==> src/hw/rtl/mmsb_pkg.sv <==
`timescale 1ns / 1ps
// -----------------------------------------------------------------------------
// mmsb_pkg
// Shared constants, codes and types of the min/max byte stretcher.
// -----------------------------------------------------------------------------
package mmsb_pkg;

   localparam int SAMPLE_BITS  = 16;
   localparam int MARK_BITS    = SAMPLE_BITS + 1;
   localparam int SAMPLE_W     = 16;
   localparam int CMD_W        = 2;
   localparam int PIXEL_W      = 8;
   localparam int CSR_INDEX_W  = 2;
   localparam int CSR_DATA_W   = 3;
   localparam int SPP_W        = 3;
   localparam int CH_W         = 2;
   localparam int MAX_CHANNELS = 4;
   localparam int DIV_STEPS    = PIXEL_W;
   localparam int STEP_W       = $clog2(DIV_STEPS + 1);
   localparam int QUEUE_DEPTH  = 2;
   localparam int QPTR_W       = $clog2(QUEUE_DEPTH);
   localparam int QCNT_W       = $clog2(QUEUE_DEPTH + 1);

   localparam logic [PIXEL_W-1:0] PIXEL_FULL = {PIXEL_W{1'b1}};
   localparam logic [PIXEL_W-1:0] PIXEL_ZERO = '0;

   typedef logic [CMD_W-1:0] cmd_type;
   localparam cmd_type CMD_RESTART = 2'd0;
   localparam cmd_type CMD_MEASURE = 2'd1;
   localparam cmd_type CMD_CONVERT = 2'd2;
   localparam cmd_type CMD_UNUSED  = 2'd3;

   typedef logic [CSR_INDEX_W-1:0] csr_index_type;
   localparam csr_index_type CSR_SAMPLES_PER_PIXEL = 2'd0;
   localparam csr_index_type CSR_SAMPLE_SIGNED     = 2'd1;

   typedef logic [1:0] job_kind_type;
   localparam job_kind_type JOB_ZERO   = 2'd0;
   localparam job_kind_type JOB_FULL   = 2'd1;
   localparam job_kind_type JOB_DIVIDE = 2'd2;

   typedef struct packed {
      logic [SPP_W-1:0] samples_per_pixel;
      logic             sample_signed;
   } cfg_type;

   typedef struct packed {
      job_kind_type         kind;
      logic [MARK_BITS-1:0] delta;
      logic [MARK_BITS-1:0] span;
   } job_type;

endpackage

==> src/hw/rtl/mmsb_channels_if.sv <==
`timescale 1ns / 1ps
// -----------------------------------------------------------------------------
// mmsb channel interfaces
// Valid/ready channels for commands, stretched pixels and register writes.
// -----------------------------------------------------------------------------
interface mmsb_req_if import mmsb_pkg::*; ();
   logic                valid;
   logic                ready;
   logic [CMD_W-1:0]    cmd;
   logic [SAMPLE_W-1:0] sample;
   modport source (output valid, cmd, sample, input ready);
   modport sink   (input valid, cmd, sample, output ready);
endinterface

interface mmsb_rsp_if import mmsb_pkg::*; ();
   logic               valid;
   logic               ready;
   logic [PIXEL_W-1:0] pixel;
   modport source (output valid, pixel, input ready);
   modport sink   (input valid, pixel, output ready);
endinterface

interface mmsb_csr_if import mmsb_pkg::*; ();
   logic                   valid;
   logic                   ready;
   logic [CSR_INDEX_W-1:0] index;
   logic [CSR_DATA_W-1:0]  data;
   modport source (output valid, index, data, input ready);
   modport sink   (input valid, index, data, output ready);
endinterface

==> src/hw/rtl/min_max_stretch_to_byte.sv <==
`timescale 1ns / 1ps
// -----------------------------------------------------------------------------
// min_max_stretch_to_byte
// Two-pass auto-contrast of one slice of samples down to 8-bit pixels.
// -----------------------------------------------------------------------------
// Usage:
//   req_if : one transaction per raw sample; cmd restarts the slice, measures
//            a sample into the running min/max, or converts it to a pixel.
//            Only channel zero of each pixel counts (samples_per_pixel).
//   rsp_if : one transaction per converted channel-zero sample, carrying
//            floor((v-min)*255/span) clamped to 0..255.
//   csr_if : register writes, index 0 samples_per_pixel, 1 sample_signed;
//            always ready. Write only while no conversion is in flight.
// Flow:
//   Restart and measure transactions are taken one per cycle while the job
//   queue is not full. A converted sample that clamps to 0 or 255 passes
//   through the queue into the output register without division; one in range
//   goes through an 8-step serial divider first, which takes no new job until
//   it has handed its quotient to the output register. A two-entry job queue
//   lets the front keep taking input while the divider works.
// Reset: min/max return to the unsigned extremes, samples_per_pixel to 1,
//   sample_signed to 0, queue and divider empty.
// Stall: when rsp_if.ready is low the pixel holds in the output register,
//   the divider holds its result, and req_if.ready drops once the queue fills.
// -----------------------------------------------------------------------------
module min_max_stretch_to_byte import mmsb_pkg::*; (
   input  logic       clock,
   input  logic       reset,
   mmsb_req_if.sink   req_if,
   mmsb_rsp_if.source rsp_if,
   mmsb_csr_if.sink   csr_if
);

   logic [SPP_W-1:0] spp_ff, spp_in;
   logic             signed_ff, signed_in;
   cfg_type          cfg;

   logic             queue_full;
   logic             push;
   job_type          push_job;
   logic             pop;
   logic             head_valid;
   job_type          head_job;

   // register writes take effect in the following cycle; unknown indexes drop silently
   assign csr_if.ready = 1'b1;

   always_comb begin
      spp_in    = spp_ff;
      signed_in = signed_ff;
      if (csr_if.valid && csr_if.ready) begin
         case (csr_if.index)
            CSR_SAMPLES_PER_PIXEL: spp_in    = csr_if.data[SPP_W-1:0];
            CSR_SAMPLE_SIGNED:     signed_in = csr_if.data[0];
            default: begin
            end
         endcase
      end
   end

   always_ff @(posedge clock) begin
      if (reset) begin
         spp_ff    <= SPP_W'(1);
         signed_ff <= 1'b0;
      end else begin
         spp_ff    <= spp_in;
         signed_ff <= signed_in;
      end
   end

   assign cfg.samples_per_pixel = spp_ff;
   assign cfg.sample_signed     = signed_ff;

   // classify incoming samples and track the measured range
   mmsb_front u_front (
      .clock      (clock),
      .reset      (reset),
      .cfg        (cfg),
      .req        (req_if),
      .queue_full (queue_full),
      .push       (push),
      .job        (push_job)
   );

   // decouple classifier from divider
   mmsb_queue u_queue (
      .clock      (clock),
      .reset      (reset),
      .push       (push),
      .push_job   (push_job),
      .pop        (pop),
      .full       (queue_full),
      .head_valid (head_valid),
      .head_job   (head_job)
   );

   // divide and hand pixels out
   mmsb_back u_back (
      .clock      (clock),
      .reset      (reset),
      .head_valid (head_valid),
      .head_job   (head_job),
      .pop        (pop),
      .rsp        (rsp_if)
   );

endmodule

==> src/hw/rtl/mmsb_front.sv <==
`timescale 1ns / 1ps
// -----------------------------------------------------------------------------
// mmsb_front
// Accepts commands, tracks min/max and channel count, classifies pixels.
// -----------------------------------------------------------------------------
module mmsb_front import mmsb_pkg::*; (
   input  logic    clock,
   input  logic    reset,
   input  cfg_type cfg,
   mmsb_req_if.sink req,
   input  logic    queue_full,
   output logic    push,
   output job_type job
);

   logic signed [MARK_BITS-1:0] low_ff, low_in;
   logic signed [MARK_BITS-1:0] high_ff, high_in;
   logic [CH_W-1:0]             ch_ff, ch_in;
   logic                        conv_ff, conv_in;

   logic [SAMPLE_BITS-1:0]      raw_bits;
   logic signed [MARK_BITS-1:0] sample_val;
   logic signed [MARK_BITS-1:0] greatest;
   logic signed [MARK_BITS-1:0] least;
   logic [SPP_W-1:0]            ch_count;
   logic [SPP_W-1:0]            ch_plus;
   logic [SPP_W-1:0]            ch_mod;
   logic [CH_W-1:0]             ch_eff;
   logic                        accept;
   logic                        pass_change;
   logic [MARK_BITS-1:0]        span_raw;

   assign req.ready = !queue_full;
   assign accept    = req.valid && req.ready;

   assign raw_bits   = req.sample[SAMPLE_BITS-1:0];
   assign sample_val = {cfg.sample_signed & raw_bits[SAMPLE_BITS-1], raw_bits};

   assign greatest = cfg.sample_signed ? {2'b00, {(SAMPLE_BITS-1){1'b1}}}
                                       : {1'b0, {SAMPLE_BITS{1'b1}}};
   assign least    = cfg.sample_signed ? {2'b11, {(SAMPLE_BITS-1){1'b0}}}
                                       : '0;

   assign ch_count = (cfg.samples_per_pixel == '0) ? SPP_W'(1) :
                     (cfg.samples_per_pixel > SPP_W'(MAX_CHANNELS)) ? SPP_W'(MAX_CHANNELS) :
                     cfg.samples_per_pixel;

   assign pass_change = (req.cmd == CMD_MEASURE && conv_ff) ||
                        (req.cmd == CMD_CONVERT && !conv_ff);
   assign ch_eff      = pass_change ? '0 : ch_ff;

   // wrap the channel counter; ch+1 never exceeds twice the count unless count is one
   always_comb begin
      ch_plus = SPP_W'(ch_eff) + SPP_W'(1);
      ch_mod  = (ch_plus >= ch_count) ? ch_plus - ch_count : ch_plus;
      ch_mod  = (ch_mod >= ch_count) ? ch_mod - ch_count : ch_mod;
      if (ch_count == SPP_W'(1)) begin
         ch_mod = '0;
      end
   end

   // classify a pixel against the measured range
   assign span_raw = MARK_BITS'(high_ff - low_ff);

   always_comb begin
      job.delta = MARK_BITS'(sample_val - low_ff);
      job.span  = (high_ff > low_ff) ? span_raw : MARK_BITS'(1);
      if (sample_val <= low_ff) begin
         job.kind = JOB_ZERO;
      end else if (job.delta >= job.span) begin
         job.kind = JOB_FULL;
      end else begin
         job.kind = JOB_DIVIDE;
      end
   end

   assign push = accept && (req.cmd == CMD_CONVERT) && (ch_eff == '0);

   always_comb begin
      low_in  = low_ff;
      high_in = high_ff;
      ch_in   = ch_ff;
      conv_in = conv_ff;
      if (accept) begin
         case (req.cmd)
            CMD_RESTART: begin
               low_in  = greatest;
               high_in = least;
               ch_in   = '0;
               conv_in = 1'b0;
            end
            CMD_MEASURE, CMD_CONVERT: begin
               conv_in = (req.cmd == CMD_CONVERT);
               ch_in   = ch_mod[CH_W-1:0];
               if (req.cmd == CMD_MEASURE && ch_eff == '0) begin
                  if (sample_val < low_ff) begin
                     low_in = sample_val;
                  end
                  if (sample_val > high_ff) begin
                     high_in = sample_val;
                  end
               end
            end
            default: begin
            end
         endcase
      end
   end

   always_ff @(posedge clock) begin
      if (reset) begin
         low_ff  <= {1'b0, {SAMPLE_BITS{1'b1}}};
         high_ff <= '0;
         ch_ff   <= '0;
         conv_ff <= 1'b0;
      end else begin
         low_ff  <= low_in;
         high_ff <= high_in;
         ch_ff   <= ch_in;
         conv_ff <= conv_in;
      end
   end

endmodule

==> src/hw/rtl/mmsb_queue.sv <==
`timescale 1ns / 1ps
// -----------------------------------------------------------------------------
// mmsb_queue
// Two-entry job queue between classifier and divider.
// -----------------------------------------------------------------------------
module mmsb_queue import mmsb_pkg::*; (
   input  logic    clock,
   input  logic    reset,
   input  logic    push,
   input  job_type push_job,
   input  logic    pop,
   output logic    full,
   output logic    head_valid,
   output job_type head_job
);

   job_type             entry_ff [QUEUE_DEPTH];
   logic [QPTR_W-1:0]   wr_ptr_ff, wr_ptr_in;
   logic [QPTR_W-1:0]   rd_ptr_ff, rd_ptr_in;
   logic [QCNT_W-1:0]   count_ff, count_in;

   assign full       = (count_ff == QCNT_W'(QUEUE_DEPTH));
   assign head_valid = (count_ff != '0);
   assign head_job   = entry_ff[rd_ptr_ff];

   always_comb begin
      wr_ptr_in = push ? QPTR_W'(wr_ptr_ff + 1'b1) : wr_ptr_ff;
      rd_ptr_in = pop  ? QPTR_W'(rd_ptr_ff + 1'b1) : rd_ptr_ff;
      count_in  = count_ff;
      if (push && !pop) begin
         count_in = count_ff + QCNT_W'(1);
      end else if (pop && !push) begin
         count_in = count_ff - QCNT_W'(1);
      end
   end

   always_ff @(posedge clock) begin
      if (push) begin
         entry_ff[wr_ptr_ff] <= push_job;
      end
   end

   always_ff @(posedge clock) begin
      if (reset) begin
         wr_ptr_ff <= '0;
         rd_ptr_ff <= '0;
         count_ff  <= '0;
      end else begin
         wr_ptr_ff <= wr_ptr_in;
         rd_ptr_ff <= rd_ptr_in;
         count_ff  <= count_in;
      end
   end

`ifndef SYNTHESIS
   a_no_overflow: assert property (@(posedge clock) disable iff (reset)
      !(push && full))
      else $error("job pushed into a full queue");

   a_no_underflow: assert property (@(posedge clock) disable iff (reset)
      !(pop && !head_valid))
      else $error("job popped from an empty queue");

   a_count_bound: assert property (@(posedge clock) disable iff (reset)
      count_ff <= QCNT_W'(QUEUE_DEPTH))
      else $error("queue count beyond depth");
`endif

endmodule

==> src/hw/rtl/mmsb_back.sv <==
`timescale 1ns / 1ps
// -----------------------------------------------------------------------------
// mmsb_back
// Serial restoring divider producing (delta*255)/span, plus output register.
// -----------------------------------------------------------------------------
module mmsb_back import mmsb_pkg::*; (
   input  logic    clock,
   input  logic    reset,
   input  logic    head_valid,
   input  job_type head_job,
   output logic    pop,
   mmsb_rsp_if.source rsp
);

   logic                    busy_ff, busy_in;
   logic [STEP_W-1:0]       step_ff, step_in;
   logic [MARK_BITS-1:0]    rem_ff, rem_in;
   logic [MARK_BITS-1:0]    span_ff, span_in;
   logic [PIXEL_W-1:0]      numer_ff, numer_in;
   logic [PIXEL_W-1:0]      quo_ff, quo_in;
   logic                    out_valid_ff, out_valid_in;
   logic [PIXEL_W-1:0]      pixel_ff, pixel_in;

   logic                    out_free;
   logic [MARK_BITS+PIXEL_W-1:0] product;
   logic [MARK_BITS:0]      trial;
   logic                    fits;
   logic [MARK_BITS:0]      trial_diff;

   assign out_free = !out_valid_ff || rsp.ready;
   assign pop      = head_valid && !busy_ff && out_free;

   // delta * (2^PIXEL_W - 1) as shift and subtract
   assign product = {head_job.delta, PIXEL_W'(0)} - (MARK_BITS+PIXEL_W)'(head_job.delta);

   assign trial      = {rem_ff, numer_ff[PIXEL_W-1]};
   assign fits       = (trial >= {1'b0, span_ff});
   assign trial_diff = trial - {1'b0, span_ff};

   always_comb begin
      busy_in      = busy_ff;
      step_in      = step_ff;
      rem_in       = rem_ff;
      span_in      = span_ff;
      numer_in     = numer_ff;
      quo_in       = quo_ff;
      out_valid_in = out_valid_ff && !rsp.ready;
      pixel_in     = pixel_ff;
      if (pop) begin
         case (head_job.kind)
            JOB_DIVIDE: begin
               busy_in  = 1'b1;
               step_in  = STEP_W'(DIV_STEPS);
               rem_in   = product[MARK_BITS+PIXEL_W-1:PIXEL_W];
               numer_in = product[PIXEL_W-1:0];
               span_in  = head_job.span;
               quo_in   = '0;
            end
            JOB_FULL: begin
               out_valid_in = 1'b1;
               pixel_in     = PIXEL_FULL;
            end
            default: begin
               out_valid_in = 1'b1;
               pixel_in     = PIXEL_ZERO;
            end
         endcase
      end else if (busy_ff && step_ff != '0) begin
         rem_in   = fits ? trial_diff[MARK_BITS-1:0] : trial[MARK_BITS-1:0];
         quo_in   = {quo_ff[PIXEL_W-2:0], fits};
         numer_in = {numer_ff[PIXEL_W-2:0], 1'b0};
         step_in  = step_ff - STEP_W'(1);
      end else if (busy_ff && out_free) begin
         busy_in      = 1'b0;
         out_valid_in = 1'b1;
         pixel_in     = quo_ff;
      end
   end

   always_ff @(posedge clock) begin
      rem_ff   <= rem_in;
      span_ff  <= span_in;
      numer_ff <= numer_in;
      quo_ff   <= quo_in;
      pixel_ff <= pixel_in;
   end

   always_ff @(posedge clock) begin
      if (reset) begin
         busy_ff      <= 1'b0;
         step_ff      <= '0;
         out_valid_ff <= 1'b0;
      end else begin
         busy_ff      <= busy_in;
         step_ff      <= step_in;
         out_valid_ff <= out_valid_in;
      end
   end

   assign rsp.valid = out_valid_ff;
   assign rsp.pixel = pixel_ff;

`ifndef SYNTHESIS
   a_rem_below_span: assert property (@(posedge clock) disable iff (reset)
      busy_ff |-> (rem_ff < span_ff))
      else $error("divider remainder not below divisor");

   a_finish_waits: assert property (@(posedge clock) disable iff (reset)
      (busy_ff && step_ff == '0 && !out_free) |=> busy_ff)
      else $error("divider finished while output register was held");

   a_step_bound: assert property (@(posedge clock) disable iff (reset)
      busy_ff |-> (step_ff <= STEP_W'(DIV_STEPS)))
      else $error("divider step count out of range");
`endif

endmodule
==> src/flat_wrapper.sv <==
// flat-port wrapper written by rule: the top's interface ports become plain ports
module min_max_stretch_to_byte_flat import mmsb_pkg::*;
  (clock, reset, req_if_valid, req_if_cmd, req_if_sample, req_if_ready, rsp_if_valid, rsp_if_pixel, rsp_if_ready, csr_if_valid, csr_if_index, csr_if_data, csr_if_ready);
  mmsb_req_if req_if_i ();
  mmsb_rsp_if rsp_if_i ();
  mmsb_csr_if csr_if_i ();
  input  logic clock;
  input  logic reset;
  input wire logic [$bits(req_if_i.valid)-1:0] req_if_valid;
  input wire logic [$bits(req_if_i.cmd)-1:0] req_if_cmd;
  input wire logic [$bits(req_if_i.sample)-1:0] req_if_sample;
  output wire logic [$bits(req_if_i.ready)-1:0] req_if_ready;
  output wire logic [$bits(rsp_if_i.valid)-1:0] rsp_if_valid;
  output wire logic [$bits(rsp_if_i.pixel)-1:0] rsp_if_pixel;
  input wire logic [$bits(rsp_if_i.ready)-1:0] rsp_if_ready;
  input wire logic [$bits(csr_if_i.valid)-1:0] csr_if_valid;
  input wire logic [$bits(csr_if_i.index)-1:0] csr_if_index;
  input wire logic [$bits(csr_if_i.data)-1:0] csr_if_data;
  output wire logic [$bits(csr_if_i.ready)-1:0] csr_if_ready;
  assign req_if_i.valid = req_if_valid;
  assign req_if_i.cmd = req_if_cmd;
  assign req_if_i.sample = req_if_sample;
  assign req_if_ready = req_if_i.ready;
  assign rsp_if_valid = rsp_if_i.valid;
  assign rsp_if_pixel = rsp_if_i.pixel;
  assign rsp_if_i.ready = rsp_if_ready;
  assign csr_if_i.valid = csr_if_valid;
  assign csr_if_i.index = csr_if_index;
  assign csr_if_i.data = csr_if_data;
  assign csr_if_ready = csr_if_i.ready;
  min_max_stretch_to_byte u_core (.clock(clock), .reset(reset), .req_if(req_if_i), .rsp_if(rsp_if_i), .csr_if(csr_if_i));
endmodule
==> config.mk <==
export PLATFORM = sky130hd
export DESIGN_NAME = min_max_stretch_to_byte_flat
export DESIGN_NICKNAME = d
export VERILOG_FILES = /design/src/hw/rtl/mmsb_pkg.sv /design/src/hw/rtl/mmsb_channels_if.sv /design/src/hw/rtl/min_max_stretch_to_byte.sv /design/src/hw/rtl/mmsb_front.sv /design/src/hw/rtl/mmsb_queue.sv /design/src/hw/rtl/mmsb_back.sv /design/src/flat_wrapper.sv
export SDC_FILE = /design/constraint.sdc
export NUM_CORES = 1
export LEC_CHECK = 0
export BUFFER_PORTS_ARGS = -buffer_cell sky130_fd_sc_hd__buf_4
export CAP_MARGIN = 40
export CORE_MARGIN = 4
export CORE_UTILIZATION = 60
export DETAILED_ROUTE_END_ITERATION = 12
export HOLD_SLACK_MARGIN = 0.08
export PLACE_DENSITY = 0.77
export SYNTH_ARGS = -nofsm -noshare
export SYNTH_HDL_FRONTEND = slang
export SYNTH_SLANG_ARGS = --single-unit
==> constraint.sdc <==
create_clock -name clock -period 12.54 [get_ports clock]
set_input_delay 2.508 -clock clock [delete_from_list [all_inputs] [get_ports clock]]
set_output_delay 2.508 -clock clock [all_outputs]
set_load 0.01 [all_outputs]
### Word-level counts from Yosys, hierarchy flattened

Memory sizes are Yosys's and may differ from the RTL's. A register that Yosys moved wholly into a read port is not among the register bits.
Index checks and enable logic that the tools add are counted.

| storage, ports and cells | value |
|---|---|
| register bits after elaboration | 109 |
| memory bits (writable) | 72 |
| output and inout bits | 11 |
| logic and storage cells | 145 |
| memories kept | 1 |

| operators by class | value |
|---|---|
| add/subtract/negate cells | 12 |
| $lt $le $gt $ge | 9 |
| eq/ne operators | 13 |
| multiplexer cells | 50 |
| bitwise gates (word level) | 1 |
| reduce and logical (&&, ||, !) cells | 42 |

Memory list:

| memory | depth | bits a word | rd ports | clocked after Yosys merged registers in | wr ports | line | RTL |
|---|---|---|---|---|---|---|---|
| u_core.u_queue.entry_ff | 2 | 36 | 1 | 1 | 1 | mmsb_queue.sv:17 | `job_type entry_ff [QUEUE_DEPTH];` |

Operator list:

| kind | number |
|---|---|
| two-way mux 17 bit | 10 |
| two-way mux 8 bit | 9 |
| one-hot mux 17 bit (2 select lines) | 2 |
| subtractor 17 bit | 3 |
| > comparator 17 bit | 2 |
| subtractor 25 x 17 -> 25 bit | 1 |
| greater-or-equal comparator 18 x 17 -> 1 bit | 1 |
| greater-or-equal comparator 17 bit | 1 |
| <= comparator 17 bit | 1 |
| less-than comparator 17 bit | 1 |
| two-way mux 16 bit | 1 |
| one-hot mux 8 bit (2 select lines) | 1 |
| two-way mux 2 bit | 7 |
| logical AND 1 bit | 13 |
| two-way mux 1 bit | 12 |
| two-way mux 4 bit | 3 |
| != test 2 bit (second input constant) | 5 |
| AND reduction 2 bit | 5 |
| nonzero test 2 bit | 5 |
| two-way mux 3 bit | 3 |
| AND reduction 4 bit | 2 |
| zero test 1 bit | 7 |
| == test 2 x 1 -> 1 bit (second input constant) | 3 |
| == test 2 bit (second input constant) | 3 |
| 20 further kinds | 26 |

### Depth between registers and ports, before layout

| logic depth | value |
|---|---|
| word-level depth | 11 |
| mapped depth | 20 |

### By module

Synthesis repeated with hierarchy kept, for this count alone.

| unflattened totals | value |
|---|---|
| cells, all modules | 1,164 |
| area, all modules | 12,129.1 µm² |

Modules (own cells, without submodules):

| module | times used | cells each | area an instance (µm²) |
|---|---|---|---|
| mmsb_front | 1 | 562 | 4,792.1 |
| mmsb_back | 1 | 448 | 4,317.9 |
| mmsb_queue | 1 | 134 | 2,816.5 |
| min_max_stretch_to_byte | 1 | 20 | 202.7 |

### Least setup slack after synthesis

No wires, ideal clock.

| timing | value |
|---|---|
| path type | input port to flip-flop |
| start | in req_if_sample[0] |
| end | mem u_core.u_queue.entry_ff[0][35] (netlist bit) (data pin) |
| library setup time | 0.273 ns |
| arrival | 5.545 ns |
| path slack | 6.723 ns |
| cell stages on the path | 17 |
| buffers on the path | 0 |
| path through | inv_1 > ha_1 > inv_1 > fa_1 > a21o_1 > a221oi_1 > o21ai_0 > a21o_1 > a211oi_1 > nor2_1 > ha_1 > and4_1 > nand3_1 > nor4_1 > nor4_1 > a21oi_1 > nor2_1 |

RTL lines:

| what | line | RTL |
|---|---|---|
| from (decl) | flat_wrapper.sv:11 | `input wire logic [$bits(req_if_i.sample)-1:0] req_if_sample;` |
| to (decl) | mmsb_queue.sv:17 |  |

==> results.sh <==
export IMPL_fin_area_um2=12500
export IMPL_cts_root_buf="clkbuf_16"
export IMPL_fmax_ghz=0.164
export IMPL_first_pass_iters=5
export IMPL_grt_remaining_overflow=0
export IMPL_cp_startpoint="req_if_sample[0]"
export IMPL_relSlewSlack_pct=42.0
export IMPL_rows=50
export IMPL_tns_ns=0
export IMPL_drive_gt1_share_pct=11.4
export IMPL_holdPathStages=1
export IMPL_cts_buffer_depth=2
export IMPL_finalNetCount=1299
export IMPL_multi_input_area_um2=5930
export IMPL_htreeDepth=4
export IMPL_vias=8349
export IMPL_leakage_nw=5.22
export IMPL_rsz0062_at_grt="no"
export IMPL_area_growth_pct=10.4
export IMPL_postCtsResizedCells=0
export IMPL_clkLatencyLatePin_ns=0.44
export IMPL_antenna_cells=0
export IMPL_drtIter0Drc=388
export IMPL_dieWidth_um=145
export IMPL_grt_max_degree=56
export IMPL_die_height_um=145
export IMPL_hold_path_class="reg2reg"
export IMPL_yosys_area_top_type="edfxtp_1"
export IMPL_skew_ns=0.0153
export IMPL_cts_setup_buffers=0
export IMPL_whs_ns=0.508
export IMPL_synth_area_top_cells="edfxtp_1, ha_1, dfxtp_1"
export IMPL_clkTransAtPathRegs_ns=0.08
export IMPL_synth_edff_count=130
export IMPL_drc_errors=0
export IMPL_peakVddDrop_uv=116
export IMPL_grt_first_pass_wirelength_um=39900
export IMPL_hpwl_um=18300
export IMPL_setup_violations=0
export IMPL_cts_tree="done"
export IMPL_syn_num_nets=1264
export IMPL_cts_sinks=182
export IMPL_routedWlPerCell_um=17.2
export IMPL_slew_viol_final=0
export IMPL_reg2reg_slack_ns=7.92
export IMPL_regArea_um2=4950
export IMPL_path_class="in2reg"
export IMPL_synth_top_area_share_pct=34.4
export IMPL_cap_viol_max_count=0
export IMPL_syn_area_per_cell_um2=10.1
export IMPL_path_max_fanout=3
export IMPL_coreArea_um2=18600
export IMPL_ys_seq_elements=182
export IMPL_cp_arrival_ns=6.24
export IMPL_ios=39
export IMPL_reg2reg_to="u_core.u_queue.entry_ff[1][34]"
export IMPL_ant_nets=0
export IMPL_crit_path_end_kind="flip-flop"
export IMPL_gp_congestion=0.930
export IMPL_n_fill_cell=1476
export IMPL_required_ns=12.70
export IMPL_wirelength_um=24200
export IMPL_report_power_total_mw=2.09
export IMPL_cts_hold_buf=0
export IMPL_die_area_um2=21200
export IMPL_ys_warn_count=0
export IMPL_yosysSeqAreaShare_pct=43.6
export IMPL_worstRegToRegCells=19
export IMPL_cts_made_buffers=17
export IMPL_finalHoldViolations=0
export IMPL_port_buffers=37
export IMPL_crit_path_start_kind="input pin"
export IMPL_synth_cells=1124
export IMPL_min_to="u_core.u_front.high_ff[10]"
export IMPL_status="completed"
export IMPL_power_density_nw_per_um2=167
export IMPL_place_area_um2=11900
export IMPL_syn_cell_area_um2=11300
export IMPL_period_minus_slack_ns=6.08
export IMPL_min_from="u_core.u_front.high_ff[10]"
export IMPL_worst_pin_slew_ns=0.870
export IMPL_async_reset_ff_share_pct=0
export IMPL_antenna_found_initial=0
export IMPL_grt_pass1_vias=8179
export IMPL_rr_startpoint="u_core.u_front.low_ff[4]"
export IMPL_fin_crit_sh_pct=48.5
export IMPL_start_util_pct=60.8
export IMPL_track_usage_pct=23.0
export IMPL_ys_dominant_reg_cell="edfxtp_1"
export IMPL_synthDistinctLibCells=69
export IMPL_viasPerCell=5.94
==> cell type report <==
cell class,count,share of cell area [%]
clock buffer,17,3.40
inverter,89,2.67
tap,234,2.34
sequential,182,39.5
timing repair buffer,48,3.14
clock inverter,15,1.51
multi-input combinational,821,47.4
==> worst max path at each step <==
stage	endpoint	slack [ns]	cells after the start
finish	u_core.u_queue.entry_ff[0][35]	6.46	18
global route	u_core.u_queue.entry_ff[0][34]	6.05	18
CTS	u_core.u_queue.entry_ff[0][35]	6.47	18
detailed placement	u_core.u_queue.entry_ff[0][35]	6.01	18
global placement	u_core.u_queue.entry_ff[0][35]	6.15	18
floorplan	u_core.u_queue.entry_ff[0][35]	6.72	17
==> through the flow <==
stage,utilization [%],std cells,worst slack [ns]
global placement,63.4,1369,6.15
detailed placement,63.8,1374,6.01
finish,67.1,1406,6.46
floorplan,-,1124,6.72
CTS,67.1,1406,6.47
global route,67.1,1406,6.05
==> metal layers <==
metal / wire (um) / global-route usage (%) / vias to the layer above
met4: 998 / 10.5 / 0
met1: 11100 / 30.3 / 3901
li1: - / - / 4181
met2: 11400 / 38.1 / 199
met5: 0 / 0 / -
met3: 813 / 2.93 / 68
==> synthesized netlist by cell type (all sizes together) (3+ instances only) <==
master and n:
nor3b 5, inv 89, ha 108, fa 4, nand2b 14, a22o 15
nor2 90, mux2i 26, nor4 24, o211ai 4, clkbuf 20, and3 7
a21oi 78, nand4 12, buf 12, a31oi 6, o21a 18, nor2b 14
edfxtp 130, o21bai 7, or3 7, and2 29, a211oi 6, nor3 29
or2 12, a211o 4, mux2 28, a22oi 3, nand3 21, nand2 63
xor2 19, dfxtp 52, o2111ai 5, o21ai 55, xnor2 40, a21o 30
==> registers in the layout (all words and copies together) (netlist names), named ones only <==
signal	count
u_core.signed_ff	1
u_core.u_queue.wr_ptr_ff	1
u_core.u_back.numer_ff	8
u_core.u_back.rsp.valid	1
u_core.spp_ff	3
u_core.u_back.rsp.pixel	8
u_core.u_front.high_ff	17
u_core.u_back.busy_ff	1
u_core.u_back.step_ff	4
u_core.u_front.ch_ff	2
u_core.u_front.low_ff	17
u_core.u_front.conv_ff	1
u_core.u_queue.rd_ptr_ff	1
u_core.u_queue.count_ff	2
u_core.u_back.quo_ff	8
u_core.u_back.span_ff	17
u_core.u_queue.entry_ff	72
u_core.u_back.rem_ff	17
==> report_power, final <==
part	internal, mW	switching [mW]
Clock	0.275	0.272
Sequential	0.752	0.0256
Combinational	0.320	0.446
==> cell usage in the layout (no fill, tap or decap), drive strengths merged, types with 5 or more instances in the layout <==
cell and n:
or3 7, and3 7, and2 29, inv 100, or2 12, o21ai 55
a31oi 6, ha 108, nand3 21, nand2 63, o21bai 7, dfxtp 52
nor4 24, edfxtp 130, clkbuf 17, a211oi 6, o21a 18, nand2b 14
a21o 30, nor2 90, mux2 28, buf 48, xnor2 40, nand4 12
nor2b 14, nor3 29, nor3b 5, mux2i 26, o2111ai 5, a21oi 78
xor2 19, a22o 15
==> critical path, cell delays in order <==
cell and delay [ns]:
buf_4 0.12, inv_1 0.08, ha_1 0.17, inv_1 0.05
fa_1 0.40, a21o_1 0.21, a221oi_1 0.55, o21ai_0 0.34
a21o_1 0.24, a211oi_1 0.23, nor2_1 0.11, ha_1 0.30
and4_1 0.22, nand3_1 0.12, nor4_1 0.28, nor4_1 0.08
a21oi_1 0.17, nor2_1 0.07
==> logic make-up after synthesis <==
kind of cell | Yosys count | synth area share [%]
compound gates | 262 | 15.3
xor+xnor | 59 | 4.56
fa+ha+maj | 112 | 12.6
buf+inv | 121 | 4.18
flops | 182 | 43.6
mux | 54 | 5.08
other cells | 1 | 0.0331
simple gates | 333 | 14.7
Note: power is estimated with default switching activity, not from simulation.
